### src/timed_blind_position_tilt_tracker_defines.svh
// Assertion macros shared by the tracker RTL.
// In synthesis builds the macros expand to nothing.
`ifndef TIMED_BLIND_POSITION_TILT_TRACKER_DEFINES_SVH
`define TIMED_BLIND_POSITION_TILT_TRACKER_DEFINES_SVH
`ifndef SYNTHESIS
// Clocked check that is ignored while reset is high.
`define TBPT_ASSERT(label, clk, rst, prop, msg) \
  label: assert property (@(posedge clk) disable iff (rst) prop) \
    else $error(msg);
// Clocked check that also holds during reset.
`define TBPT_ASSERT_ALWAYS(label, clk, prop, msg) \
  label: assert property (@(posedge clk) prop) \
    else $error(msg);
`else
`define TBPT_ASSERT(label, clk, rst, prop, msg)
`define TBPT_ASSERT_ALWAYS(label, clk, prop, msg)
`endif
`endif

### src/tbpt_pkg.sv
`default_nettype none

package tbpt_pkg;

  // Field widths.
  localparam int CMD_W     = 3;
  localparam int MS_W      = 16;
  localparam int VAL_W     = 16;
  localparam int DUR_W     = 20;
  localparam int CFG_IDX_W = 3;

  // Internal fixed-point precision of position and tilt.
  localparam int FRAC_BITS = 16;
  localparam logic [FRAC_BITS-1:0] FULL      = '1;
  localparam logic [FRAC_BITS-1:0] POS_RESET = FRAC_BITS'(1) << (FRAC_BITS - 1);

  // Divider sizing.
  localparam int DIV_NW = MS_W + FRAC_BITS;
  localparam int DIV_CW = $clog2(FRAC_BITS);

  localparam logic [DUR_W-1:0] DUR_RESET = DUR_W'(30000);

  // Command codes.
  localparam logic [CMD_W-1:0] CMD_TICK    = 3'd0;
  localparam logic [CMD_W-1:0] CMD_STOP    = 3'd1;
  localparam logic [CMD_W-1:0] CMD_TOGGLE  = 3'd2;
  localparam logic [CMD_W-1:0] CMD_SET_POS = 3'd3;
  localparam logic [CMD_W-1:0] CMD_SET_TLT = 3'd4;

  // Configuration register indexes.
  localparam logic [CFG_IDX_W-1:0] CFG_OPEN_DUR  = 3'd0;
  localparam logic [CFG_IDX_W-1:0] CFG_CLOSE_DUR = 3'd1;
  localparam logic [CFG_IDX_W-1:0] CFG_TILT_DUR  = 3'd2;
  localparam logic [CFG_IDX_W-1:0] CFG_ENDSTOP   = 3'd3;
  localparam logic [CFG_IDX_W-1:0] CFG_MANUAL    = 3'd4;

  typedef enum logic [1:0] {
    M_IDLE  = 2'd0,
    M_OPEN  = 2'd1,
    M_CLOSE = 2'd2
  } motion_t;

  typedef enum logic [1:0] {
    EV_NONE  = 2'd0,
    EV_OPEN  = 2'd1,
    EV_CLOSE = 2'd2,
    EV_STOP  = 2'd3
  } drive_ev_t;

  // Scale a 16-bit fraction to FRAC_BITS by bit replication or truncation.
  function automatic logic [FRAC_BITS-1:0] widen(input logic [VAL_W-1:0] v);
    logic [FRAC_BITS-1:0] r;
    for (int j = 0; j < FRAC_BITS; j++) begin
      r[FRAC_BITS-1-j] = v[VAL_W-1-((j < VAL_W) ? j : j - VAL_W)];
    end
    return r;
  endfunction

  // Scale a FRAC_BITS fraction back to 16 bits the same way.
  function automatic logic [VAL_W-1:0] narrow(input logic [FRAC_BITS-1:0] p);
    logic [VAL_W-1:0] r;
    for (int j = 0; j < VAL_W; j++) begin
      r[VAL_W-1-j] = p[FRAC_BITS-1-((j < FRAC_BITS) ? j : j - FRAC_BITS)];
    end
    return r;
  endfunction

endpackage

`default_nettype wire

### src/tbpt_if.sv
`default_nettype none

// Command channel.
interface tbpt_cmd_if;
  import tbpt_pkg::*;

  logic             valid;
  logic             ready;
  logic [CMD_W-1:0] command;
  logic [MS_W-1:0]  elapsed_ms;
  logic [VAL_W-1:0] value;

  modport source (output valid, command, elapsed_ms, value, input ready);
  modport sink   (input valid, command, elapsed_ms, value, output ready);
endinterface

// Result channel.
interface tbpt_res_if;
  import tbpt_pkg::*;

  logic             valid;
  logic             ready;
  logic [1:0]       operation;
  logic [VAL_W-1:0] position_now;
  logic [VAL_W-1:0] tilt_now;
  logic [1:0]       drive_event;
  logic             publish;

  modport source (output valid, operation, position_now, tilt_now, drive_event, publish,
                  input ready);
  modport sink   (input valid, operation, position_now, tilt_now, drive_event, publish,
                  output ready);
endinterface

`default_nettype wire

### src/tbpt_div.sv
`default_nettype none

// Computes min(ms * FULL / dur, FULL) with a restoring divider, one
// quotient bit per cycle. A zero duration counts as one millisecond.
module tbpt_div (
  input  logic                          clk,
  input  logic                          rst,
  input  logic                          start,
  input  logic [tbpt_pkg::MS_W-1:0]     ms,
  input  logic [tbpt_pkg::DUR_W-1:0]    dur,
  output logic                          done,
  output logic [tbpt_pkg::FRAC_BITS-1:0] quot
);
  import tbpt_pkg::*;

  typedef enum logic [1:0] {
    D_IDLE,
    D_CHECK,
    D_RUN
  } dstate_t;

  dstate_t               st;
  logic [DIV_NW-1:0]     num;
  logic [DUR_W-1:0]      dvs;
  logic [DUR_W-1:0]      rem;
  logic [FRAC_BITS-1:0]  low;
  logic [DIV_CW-1:0]     cnt;
  logic [DUR_W:0]        trial;
  logic                  fits;
  logic                  sat;

  assign trial = {rem, low[FRAC_BITS-1]};
  assign fits  = trial >= {1'b0, dvs};
  // The quotient overflows FRAC_BITS when num >= dvs * 2^FRAC_BITS.
  assign sat   = {{(DUR_W - MS_W){1'b0}}, num} >= {dvs, {FRAC_BITS{1'b0}}};

  always_ff @(posedge clk) begin
    if (rst) begin
      st   <= D_IDLE;
      done <= 1'b0;
    end else begin
      done <= 1'b0;
      case (st)
        D_IDLE: begin
          if (start) begin
            num <= (DIV_NW'(ms) << FRAC_BITS) - DIV_NW'(ms);
            dvs <= (dur == '0) ? DUR_W'(1) : dur;
            st  <= D_CHECK;
          end
        end
        D_CHECK: begin
          if (sat) begin
            quot <= FULL;
            done <= 1'b1;
            st   <= D_IDLE;
          end else begin
            rem <= DUR_W'(num[DIV_NW-1:FRAC_BITS]);
            low <= num[FRAC_BITS-1:0];
            cnt <= DIV_CW'(FRAC_BITS - 1);
            st  <= D_RUN;
          end
        end
        D_RUN: begin
          if (fits) begin
            rem  <= DUR_W'(trial - {1'b0, dvs});
            quot <= {quot[FRAC_BITS-2:0], 1'b1};
          end else begin
            rem  <= trial[DUR_W-1:0];
            quot <= {quot[FRAC_BITS-2:0], 1'b0};
          end
          low <= low << 1;
          if (cnt == '0) begin
            done <= 1'b1;
            st   <= D_IDLE;
          end else begin
            cnt <= cnt - DIV_CW'(1);
          end
        end
        default: st <= D_IDLE;
      endcase
    end
  end

endmodule

`default_nettype wire

### src/timed_blind_position_tilt_tracker.sv
// Run-time position and slat tilt estimator for a motorized venetian blind.
// Each transaction on the command channel (tick, stop, toggle, set position,
// set tilt) yields exactly one transaction on the result channel with the
// motion after the command, the position and tilt estimates, the motor drive
// event fired and a publish flag. A tick that arrives while the motor runs
// waits on the serial divider, which scales the elapsed time by the travel
// or tilt duration one quotient bit per cycle, or skips its bit loop when
// the step saturates at full travel. The command channel is not ready while
// a command is in work, but a finished result may wait in the output
// register while the next command is taken. The user must write durations
// and options on the configuration port only while no command is in work;
// the block itself does not enforce this.

`default_nettype none
`include "timed_blind_position_tilt_tracker_defines.svh"

module timed_blind_position_tilt_tracker (
  input  logic                          clk,
  input  logic                          rst,
  input  logic                          cfg_we,
  input  logic [tbpt_pkg::CFG_IDX_W-1:0] cfg_index,
  input  logic [tbpt_pkg::DUR_W-1:0]    cfg_data,
  tbpt_cmd_if.sink                      cmd,
  tbpt_res_if.source                    res
);
  import tbpt_pkg::*;

  typedef enum logic [1:0] {
    S_IDLE,
    S_DIV,
    S_FIN
  } state_t;

  typedef struct packed {
    motion_t   motion;
    motion_t   last;
    drive_ev_t ev;
  } drive_t;

  // Configuration registers.
  logic [DUR_W-1:0] open_dur;
  logic [DUR_W-1:0] close_dur;
  logic [DUR_W-1:0] tilt_dur;
  logic             has_endstop;
  logic             manual_ctl;

  // Tracker state.
  motion_t              motion;
  motion_t              last_dir;
  logic [FRAC_BITS-1:0] position;
  logic [FRAC_BITS-1:0] tilt;
  logic [FRAC_BITS-1:0] target_pos;
  logic [FRAC_BITS-1:0] target_tilt;

  // The command in work.
  state_t               st;
  logic [CMD_W-1:0]     cmd_q;
  logic [FRAC_BITS-1:0] val_q;
  logic                 tilting_q;
  logic [FRAC_BITS-1:0] amt;

  // Output register.
  logic                 out_valid;
  motion_t              out_operation;
  logic [VAL_W-1:0]     out_position;
  logic [VAL_W-1:0]     out_tilt;
  drive_ev_t            out_event;
  logic                 out_publish;

  // Divider hookup.
  logic                 div_start;
  logic [DUR_W-1:0]     div_dur;
  logic                 div_done;
  logic [FRAC_BITS-1:0] div_q;

  logic accept;
  logic tilt_sel;
  logic commit;

  // Next values produced when a command is finished.
  motion_t              motion_next;
  motion_t              last_dir_next;
  logic [FRAC_BITS-1:0] position_next;
  logic [FRAC_BITS-1:0] tilt_next;
  logic [FRAC_BITS-1:0] target_pos_next;
  logic [FRAC_BITS-1:0] target_tilt_next;
  drive_ev_t            event_next;
  logic                 publish_next;

  // Switching the motor: restarting in the direction already running fires
  // nothing, any other request fires the matching drive event.
  function automatic drive_t drive(input motion_t dir, input motion_t cur,
                                   input motion_t last);
    drive_t d;
    d.motion = cur;
    d.last   = last;
    d.ev     = EV_NONE;
    if (!(dir == cur && dir != M_IDLE)) begin
      if (dir != M_IDLE) begin
        d.last = dir;
      end
      d.motion = dir;
      case (dir)
        M_OPEN:  d.ev = EV_OPEN;
        M_CLOSE: d.ev = EV_CLOSE;
        default: d.ev = EV_STOP;
      endcase
    end
    return d;
  endfunction

  // Saturating move of a fraction by one step.
  function automatic logic [FRAC_BITS-1:0] move(input logic [FRAC_BITS-1:0] v,
                                                input logic [FRAC_BITS-1:0] a,
                                                input logic up);
    logic [FRAC_BITS:0] sum;
    logic [FRAC_BITS-1:0] r;
    sum = {1'b0, v} + {1'b0, a};
    if (up) begin
      r = (sum > {1'b0, FULL}) ? FULL : sum[FRAC_BITS-1:0];
    end else begin
      r = (a > v) ? '0 : v - a;
    end
    return r;
  endfunction

  assign cmd.ready = (st == S_IDLE);
  assign accept    = cmd.valid && cmd.ready;

  // On a tick while running, the tilt moves first until it reaches its
  // target; only then does the position move. The choice is made from the
  // state at acceptance, which nothing else changes before the result.
  assign tilt_sel = (tilt_dur != '0) &&
                    ((motion == M_OPEN) ? (tilt < target_tilt) : (tilt > target_tilt));

  assign div_start = accept && (cmd.command == CMD_TICK) && (motion != M_IDLE);
  assign div_dur   = tilt_sel ? tilt_dur : ((motion == M_OPEN) ? open_dur : close_dur);

  tbpt_div u_div (
    .clk   (clk),
    .rst   (rst),
    .start (div_start),
    .ms    (cmd.elapsed_ms),
    .dur   (div_dur),
    .done  (div_done),
    .quot  (div_q)
  );

  // The result is written once the output register is free or being taken.
  assign commit = (st == S_FIN) && (!out_valid || res.ready);

  always_comb begin
    drive_t d;
    logic   up;
    logic   at_end;
    logic   reach;
    motion_t op;

    motion_next      = motion;
    last_dir_next    = last_dir;
    position_next    = position;
    tilt_next        = tilt;
    target_pos_next  = target_pos;
    target_tilt_next = target_tilt;
    event_next       = EV_NONE;
    publish_next     = 1'b0;
    d                = '0;
    up               = (motion == M_OPEN);
    at_end           = (val_q == '0) || (val_q == FULL);
    reach            = 1'b0;
    op               = M_IDLE;

    case (cmd_q)
      CMD_TICK: begin
        if (motion != M_IDLE) begin
          if (tilting_q) begin
            tilt_next = move(tilt, amt, up);
          end else begin
            position_next = move(position, amt, up);
          end
          if (up) begin
            reach = (position_next >= target_pos) &&
                    ((tilt_dur == '0) || (tilt_next >= target_tilt));
          end else begin
            reach = (position_next <= target_pos) &&
                    ((tilt_dur == '0) || (tilt_next <= target_tilt));
          end
          if (reach) begin
            // A motor with its own endstop stops by itself at either end.
            if (has_endstop && ((target_pos == FULL) || (target_pos == '0))) begin
              motion_next = M_IDLE;
            end else begin
              d             = drive(M_IDLE, motion, last_dir);
              motion_next   = d.motion;
              last_dir_next = d.last;
              event_next    = d.ev;
            end
            publish_next = 1'b1;
          end
        end
      end
      CMD_STOP: begin
        d             = drive(M_IDLE, motion, last_dir);
        motion_next   = d.motion;
        last_dir_next = d.last;
        event_next    = d.ev;
        publish_next  = 1'b1;
      end
      CMD_TOGGLE: begin
        if (motion != M_IDLE) begin
          d            = drive(M_IDLE, motion, last_dir);
          publish_next = 1'b1;
        end else if ((position == '0) || (last_dir == M_CLOSE)) begin
          target_pos_next  = FULL;
          target_tilt_next = FULL;
          d                = drive(M_OPEN, motion, last_dir);
        end else begin
          target_pos_next  = '0;
          target_tilt_next = '0;
          d                = drive(M_CLOSE, motion, last_dir);
        end
        motion_next   = d.motion;
        last_dir_next = d.last;
        event_next    = d.ev;
      end
      CMD_SET_POS: begin
        if (val_q == position) begin
          op = (val_q == '0) ? M_CLOSE : M_OPEN;
          // With a manual switch the blind may sit at the opposite end, so
          // assume it does and run toward the request.
          if (manual_ctl && at_end) begin
            position_next    = (val_q == '0) ? FULL : '0;
            target_pos_next  = val_q;
            target_tilt_next = (val_q == '0) ? '0 : FULL;
            d                = drive(op, motion_next, last_dir_next);
            motion_next      = d.motion;
            last_dir_next    = d.last;
            if (d.ev != EV_NONE) begin
              event_next = d.ev;
            end
          end
          // With an endstop the motor is driven into the end again.
          if (has_endstop && at_end) begin
            target_pos_next  = val_q;
            target_tilt_next = (val_q == '0) ? '0 : FULL;
            d                = drive(op, motion_next, last_dir_next);
            motion_next      = d.motion;
            last_dir_next    = d.last;
            if (d.ev != EV_NONE) begin
              event_next = d.ev;
            end
          end
        end else begin
          op = (val_q < position) ? M_CLOSE : M_OPEN;
          if (manual_ctl && at_end) begin
            position_next = (val_q == '0) ? FULL : '0;
          end
          target_pos_next  = val_q;
          target_tilt_next = (val_q == '0) ? '0 : FULL;
          d                = drive(op, motion, last_dir);
          motion_next      = d.motion;
          last_dir_next    = d.last;
          event_next       = d.ev;
        end
      end
      CMD_SET_TLT: begin
        if (val_q != tilt) begin
          op               = (val_q < tilt) ? M_CLOSE : M_OPEN;
          target_pos_next  = position;
          target_tilt_next = val_q;
          d                = drive(op, motion, last_dir);
          motion_next      = d.motion;
          last_dir_next    = d.last;
          event_next       = d.ev;
        end
      end
      default: begin
        // Unknown commands leave everything as it is.
      end
    endcase
  end

  // Configuration registers.
  always_ff @(posedge clk) begin
    if (rst) begin
      open_dur    <= DUR_RESET;
      close_dur   <= DUR_RESET;
      tilt_dur    <= '0;
      has_endstop <= 1'b0;
      manual_ctl  <= 1'b0;
    end else if (cfg_we) begin
      case (cfg_index)
        CFG_OPEN_DUR:  open_dur    <= cfg_data;
        CFG_CLOSE_DUR: close_dur   <= cfg_data;
        CFG_TILT_DUR:  tilt_dur    <= cfg_data;
        CFG_ENDSTOP:   has_endstop <= cfg_data[0];
        CFG_MANUAL:    manual_ctl  <= cfg_data[0];
        default: begin
        end
      endcase
    end
  end

  // Sequencer, tracker state and output register.
  always_ff @(posedge clk) begin
    if (rst) begin
      st          <= S_IDLE;
      out_valid   <= 1'b0;
      motion      <= M_IDLE;
      last_dir    <= M_IDLE;
      position    <= POS_RESET;
      tilt        <= '0;
      target_pos  <= '0;
      target_tilt <= '0;
    end else begin
      // A new result replaces one that is being taken in the same cycle.
      if (commit) begin
        out_valid <= 1'b1;
      end else if (res.ready) begin
        out_valid <= 1'b0;
      end
      case (st)
        S_IDLE: begin
          if (accept) begin
            cmd_q     <= cmd.command;
            val_q     <= widen(cmd.value);
            tilting_q <= tilt_sel;
            st        <= div_start ? S_DIV : S_FIN;
          end
        end
        S_DIV: begin
          if (div_done) begin
            amt <= div_q;
            st  <= S_FIN;
          end
        end
        S_FIN: begin
          if (commit) begin
            motion        <= motion_next;
            last_dir      <= last_dir_next;
            position      <= position_next;
            tilt          <= tilt_next;
            target_pos    <= target_pos_next;
            target_tilt   <= target_tilt_next;
            out_operation <= motion_next;
            out_position  <= narrow(position_next);
            out_tilt      <= narrow(tilt_next);
            out_event     <= event_next;
            out_publish   <= publish_next;
            st            <= S_IDLE;
          end
        end
        default: st <= S_IDLE;
      endcase
    end
  end

  assign res.valid        = out_valid;
  assign res.operation    = out_operation;
  assign res.position_now = out_position;
  assign res.tilt_now     = out_tilt;
  assign res.drive_event  = out_event;
  assign res.publish      = out_publish;

  // A command blocks the channel until its result is written.
  `TBPT_ASSERT(a_one_in_work, clk, rst, accept |=> !cmd.ready, "command taken while busy")
  // The divider only finishes for a tick that is waiting on it.
  `TBPT_ASSERT(a_div_in_div, clk, rst, div_done |-> (st == S_DIV), "stray divider result")
  // Every publish reports a blind that has come to rest.
  `TBPT_ASSERT(a_pub_idle, clk, rst, (out_valid && out_publish) |-> (out_operation == M_IDLE),
               "publish while moving")
  // An open drive always leaves the blind opening.
  `TBPT_ASSERT(a_open_ev, clk, rst,
               (out_valid && (out_event == EV_OPEN)) |-> (out_operation == M_OPEN),
               "open event without opening")

endmodule

`default_nettype wire
### src/flat_wrapper.sv
// flat-port wrapper written by rule: the top's interface ports become plain ports
module timed_blind_position_tilt_tracker_flat import tbpt_pkg::*;
  (clk, rst, cfg_we, cfg_index, cfg_data, cmd_valid, cmd_command, cmd_elapsed_ms, cmd_value, cmd_ready, res_valid, res_operation, res_position_now, res_tilt_now, res_drive_event, res_publish, res_ready);
  tbpt_cmd_if cmd_i ();
  tbpt_res_if res_i ();
  input  logic clk;
  input  logic rst;
  input  logic cfg_we;
  input  logic [tbpt_pkg::CFG_IDX_W-1:0] cfg_index;
  input  logic [tbpt_pkg::DUR_W-1:0] cfg_data;
  input wire logic [$bits(cmd_i.valid)-1:0] cmd_valid;
  input wire logic [$bits(cmd_i.command)-1:0] cmd_command;
  input wire logic [$bits(cmd_i.elapsed_ms)-1:0] cmd_elapsed_ms;
  input wire logic [$bits(cmd_i.value)-1:0] cmd_value;
  output wire logic [$bits(cmd_i.ready)-1:0] cmd_ready;
  output wire logic [$bits(res_i.valid)-1:0] res_valid;
  output wire logic [$bits(res_i.operation)-1:0] res_operation;
  output wire logic [$bits(res_i.position_now)-1:0] res_position_now;
  output wire logic [$bits(res_i.tilt_now)-1:0] res_tilt_now;
  output wire logic [$bits(res_i.drive_event)-1:0] res_drive_event;
  output wire logic [$bits(res_i.publish)-1:0] res_publish;
  input wire logic [$bits(res_i.ready)-1:0] res_ready;
  assign cmd_i.valid = cmd_valid;
  assign cmd_i.command = cmd_command;
  assign cmd_i.elapsed_ms = cmd_elapsed_ms;
  assign cmd_i.value = cmd_value;
  assign cmd_ready = cmd_i.ready;
  assign res_valid = res_i.valid;
  assign res_operation = res_i.operation;
  assign res_position_now = res_i.position_now;
  assign res_tilt_now = res_i.tilt_now;
  assign res_drive_event = res_i.drive_event;
  assign res_publish = res_i.publish;
  assign res_i.ready = res_ready;
  timed_blind_position_tilt_tracker u_core (.clk(clk), .rst(rst), .cfg_we(cfg_we), .cfg_index(cfg_index), .cfg_data(cfg_data), .cmd(cmd_i), .res(res_i));
endmodule
### config.mk
export PLATFORM = sky130hd
export DESIGN_NAME = timed_blind_position_tilt_tracker_flat
export DESIGN_NICKNAME = d
export VERILOG_FILES = /design/src/tbpt_pkg.sv /design/src/tbpt_if.sv /design/src/tbpt_div.sv /design/src/timed_blind_position_tilt_tracker.sv /design/src/flat_wrapper.sv
export VERILOG_INCLUDE_DIRS = /design/src /design/src/src
export SDC_FILE = /design/constraint.sdc
export NUM_CORES = 1
export LEC_CHECK = 0
export ABC_AREA = 0
export BUFFER_PORTS_ARGS = -buffer_cell sky130_fd_sc_hd__buf_2
export CAP_MARGIN = 0
export CORE_AREA = 10 10 383 199
export DETAILED_ROUTE_END_ITERATION = 10
export DIE_AREA = 0 0 393 209
export PLACE_DENSITY_LB_ADDON = 0.15
export SLEW_MARGIN = 15
export SYNTH_ARGS = -nofsm -noshare
export SYNTH_HDL_FRONTEND = slang
export SYNTH_SLANG_ARGS = --single-unit
### constraint.sdc
create_clock -name clk -period 7.65 [get_ports clk]
set_input_delay 1.53 -clock clk [delete_from_list [all_inputs] [get_ports clk]]
set_output_delay 1.53 -clock clk [all_outputs]
set_load 0.01 [all_outputs]
==> impl_metrics.yaml <==
sta:
  worst_slack_ps: 1068
  tightestPinTransition_ps: 1168
  relSlewSlack: 0.2141
  tns_ps: 0
  finClkSkew_ps: 25.46
  drv_slew: 0
  finalSetupViolations: 0
  fin_crit_sh: 0.8604
  rsz0062_at_grt: "no"
  max_freq_ghz: 0.1519
  post-route-min-period_ps: 6582
  hold_violations: 0
job:
  max_cap_violations: 0
route:
  drt_iter0_markers: 2337
  vias: 18837
  vias_per_cell: 5.603
  finalWirelength_mm: 82.86
  drt.antenna.violating_nets: 0
  drt_first_pass_iters: 7
  wire_per_inst_um: 24.65
  drcViolationCount: 0
final_layout:
  fillers: 7298
  final_area_um2: 23510
  syn_to_final_growth_pct: 13.26
  layout-drive-gt1-share: 0.1170
  final_cell_mix: "nand2_1, ha_1, a21oi_1"
  nNetsFinal: 2662
  final_common_cell: "nand2_1"
logic_synthesis:
  synth_ff_type: "edfxtp_1"
  syn_inst: 2337
  async_flop_share: 0
  syn-num-nets: 2591
  synth_edf_count: 181
  synth_seq_area_share: 0.3931
  ys_ff_latch: 317
  yosysUniqueCellTypes: 88
  avgSynthCellArea_um2: 8.880
  netlist_area_um2: 20750
  ys_warn_count: 0
place:
  pre_cts_ws_ps: 1401
  dp_hpwl_mm: 64.55
  port_buffers: 101
  placed_cell_area_um2: 22350
  routabilityCongestion: 0.9841
setup_path:
  path_max_fanout: 10
  cp-end-kind: "register"
  critPathLaunchType: "register"
  critPathKind: "reg -> reg"
  required_ps: 8060
  crit_arrival_ps: 6990
floorplan:
  ios: 102
  initial_core_util: 0.2968
  dieHeight_um: 209
  dieArea_um2: 82140
  coreArea_um2: 69930
  die_w_um: 393
  row_count: 69
clock_network:
  insertion_delay_ps: 590
  cts_sinks: 317
  cts_root_buf: "clkbuf_16"
  cts_setup_buffers: 0
  clk_pin_slew_worst_paths_ps: 60
  htree_levels: 2
  cts_tree: "yes"
  cts_resized: 0
  cts-buffers-inserted: 36
  cts_hold_buf: 0
  cts_buffer_depth: 3
global_routing:
  track_usage: 0.1960
  grt_overflow: 0
  grt_pass1_wl_mm: 121.4
  grt_max_degree: 56
  antenna_found_initial: 3
  grt_pass1_vias: 17326
power_and_ir_drop:
  power_leakage_nw: 8.935
  ir_drop_mv: 0.1512
  power.density_nw_per_um2: 171.7
outcome:
  status: "finished clean"
hold_path:
  min_path_type: "reg -> reg"
[final cells by class]
| type | count | area, um2 | area share |
|---|---|---|---|
| antenna | 3 | 7.507 | 0.0003194 |
| clock buffer | 48 | 979.7 | 0.04168 |
| clock inverter | 18 | 161.4 | 0.006867 |
| inverter | 149 | 559.3 | 0.02379 |
| multi-input combinational | 1764 | 11680 | 0.4969 |
| sequential | 317 | 8158 | 0.3471 |
| tap | 923 | 1155 | 0.04913 |
| timing repair buffer | 140 | 804.5 | 0.03423 |
[logic make-up after synthesis]
group / count (synthesis) / synth area share
adder cells (fa/ha/maj): 191 / 0.1170
multiplexers: 56 / 0.02954
AND/OR/NAND/NOR: 864 / 0.1988
XOR/XNOR: 31 / 0.01308
buffers and inverters: 256 / 0.04702
flip-flops: 317 / 0.3931
AO/OA/AOI/OAI: 622 / 0.2015
[routing by layer]
layer  wire [um]  up-vias  track usage
li1            -     8747            -
met1       44840     9150       0.3308
met4         772        2      0.02760
met5         100        -     0.008480
met2       26050      875       0.2100
met3       11100       63      0.08450
[worst paths after layout]
kind | from | end | slack [ps] | cells after the start
setup / recovery | u_core.amt[8] | u_core.res.publish | 1070 | 19
hold / removal | u_core.u_div.quot[15] | u_core.amt[15] | 420 | 0
hold reg to reg | u_core.u_div.quot[15] | u_core.amt[15] | 420 | 0
setup reg to reg | u_core.amt[8] | u_core.res.publish | 1070 | 19
[cells in the mapped netlist, types with 7 or more instances]
master / number / area [um2]
a31oi_1: 22 / 137.6
a221oi_1: 28 / 245.2
mux2_2: 42 / 473.0
o21bai_1: 12 / 90.09
nand2b_1: 46 / 287.8
mux2i_1: 14 / 140.1
dfxtp_1: 136 / 2723
or3_1: 24 / 150.1
o221ai_1: 8 / 70.07
o22ai_1: 15 / 93.84
o21ai_0: 106 / 530.5
nor2_1: 166 / 623.1
clkbuf_1: 88 / 330.3
nor3_1: 75 / 375.4
or2_2: 18 / 112.6
and3_1: 19 / 118.9
nand3_1: 56 / 280.3
a221o_1: 11 / 110.1
o211ai_1: 12 / 90.09
edfxtp_1: 181 / 5435
xnor2_1: 19 / 166.4
nand2_1: 302 / 1134
a21o_1: 37 / 277.8
a22oi_1: 12 / 90.09
o31ai_1: 34 / 255.2
nor2b_1: 29 / 181.4
and2_1: 18 / 112.6
buf_1: 12 / 45.04
a211o_1: 11 / 96.34
and4_1: 7 / 61.31
a211oi_1: 21 / 157.7
ha_1: 186 / 2327
a21oi_1: 182 / 910.9
xor2_1: 12 / 105.1
nand4_1: 33 / 206.5
inv_1: 147 / 551.8
nor4_1: 48 / 300.3
o21a_1: 25 / 187.7
[where the power goes]
| group | internal [mW] | leakage [nW] | total (mW) | switching [mW] |
|---|---|---|---|---|
| Clock | 0.952 | 0.556 | 1.75 | 0.795 |
| Sequential | 1.83 | 2.66 | 1.86 | 0.0379 |
| Combinational | 0.143 | 5.72 | 0.427 | 0.284 |
| Total | 2.92 | 8.93 | 4.04 | 1.12 |
[metrics by stage]
stage	utilization	instances	power [mW]	hold slack, ps
6_report	0.3361	3362	4.037	420.2
5_1_grt	0.3360	3359	4.197	440.9
4_1_cts	0.3359	3358	4.078	423.6
3_5_place_dp	0.3195	3292	2.308	409.2
3_3_place_gp	0.3195	3292	2.308	409.0
2_1_floorplan	-	2337	2.126	400.3
[registers in the layout, indices dropped and copies added (netlist names), 20 cells and up]
register / count
u_core.u_div.num: 32
u_core.close_dur: 20
u_core.open_dur: 20
u_core.tilt_dur: 20
u_core.u_div.dvs: 20
u_core.u_div.rem: 20
[worst max-delay path: stages, from the launching register on]
cell,delay (ps)
edfxtp_1,490
inv_1,200
ha_1,540
inv_1,130
a21oi_1,400
o21bai_1,160
o21ai_0,650
nand2_1,370
o22a_1,300
a21oi_1,500
o22ai_1,210
ha_1,240
a2111oi_0,470
o21ai_0,200
o21ai_0,160
nand2_1,90
o221ai_1,620
mux2i_1,320
o21ai_0,130
a21oi_1,220
(Power assumes the default switching activity.)
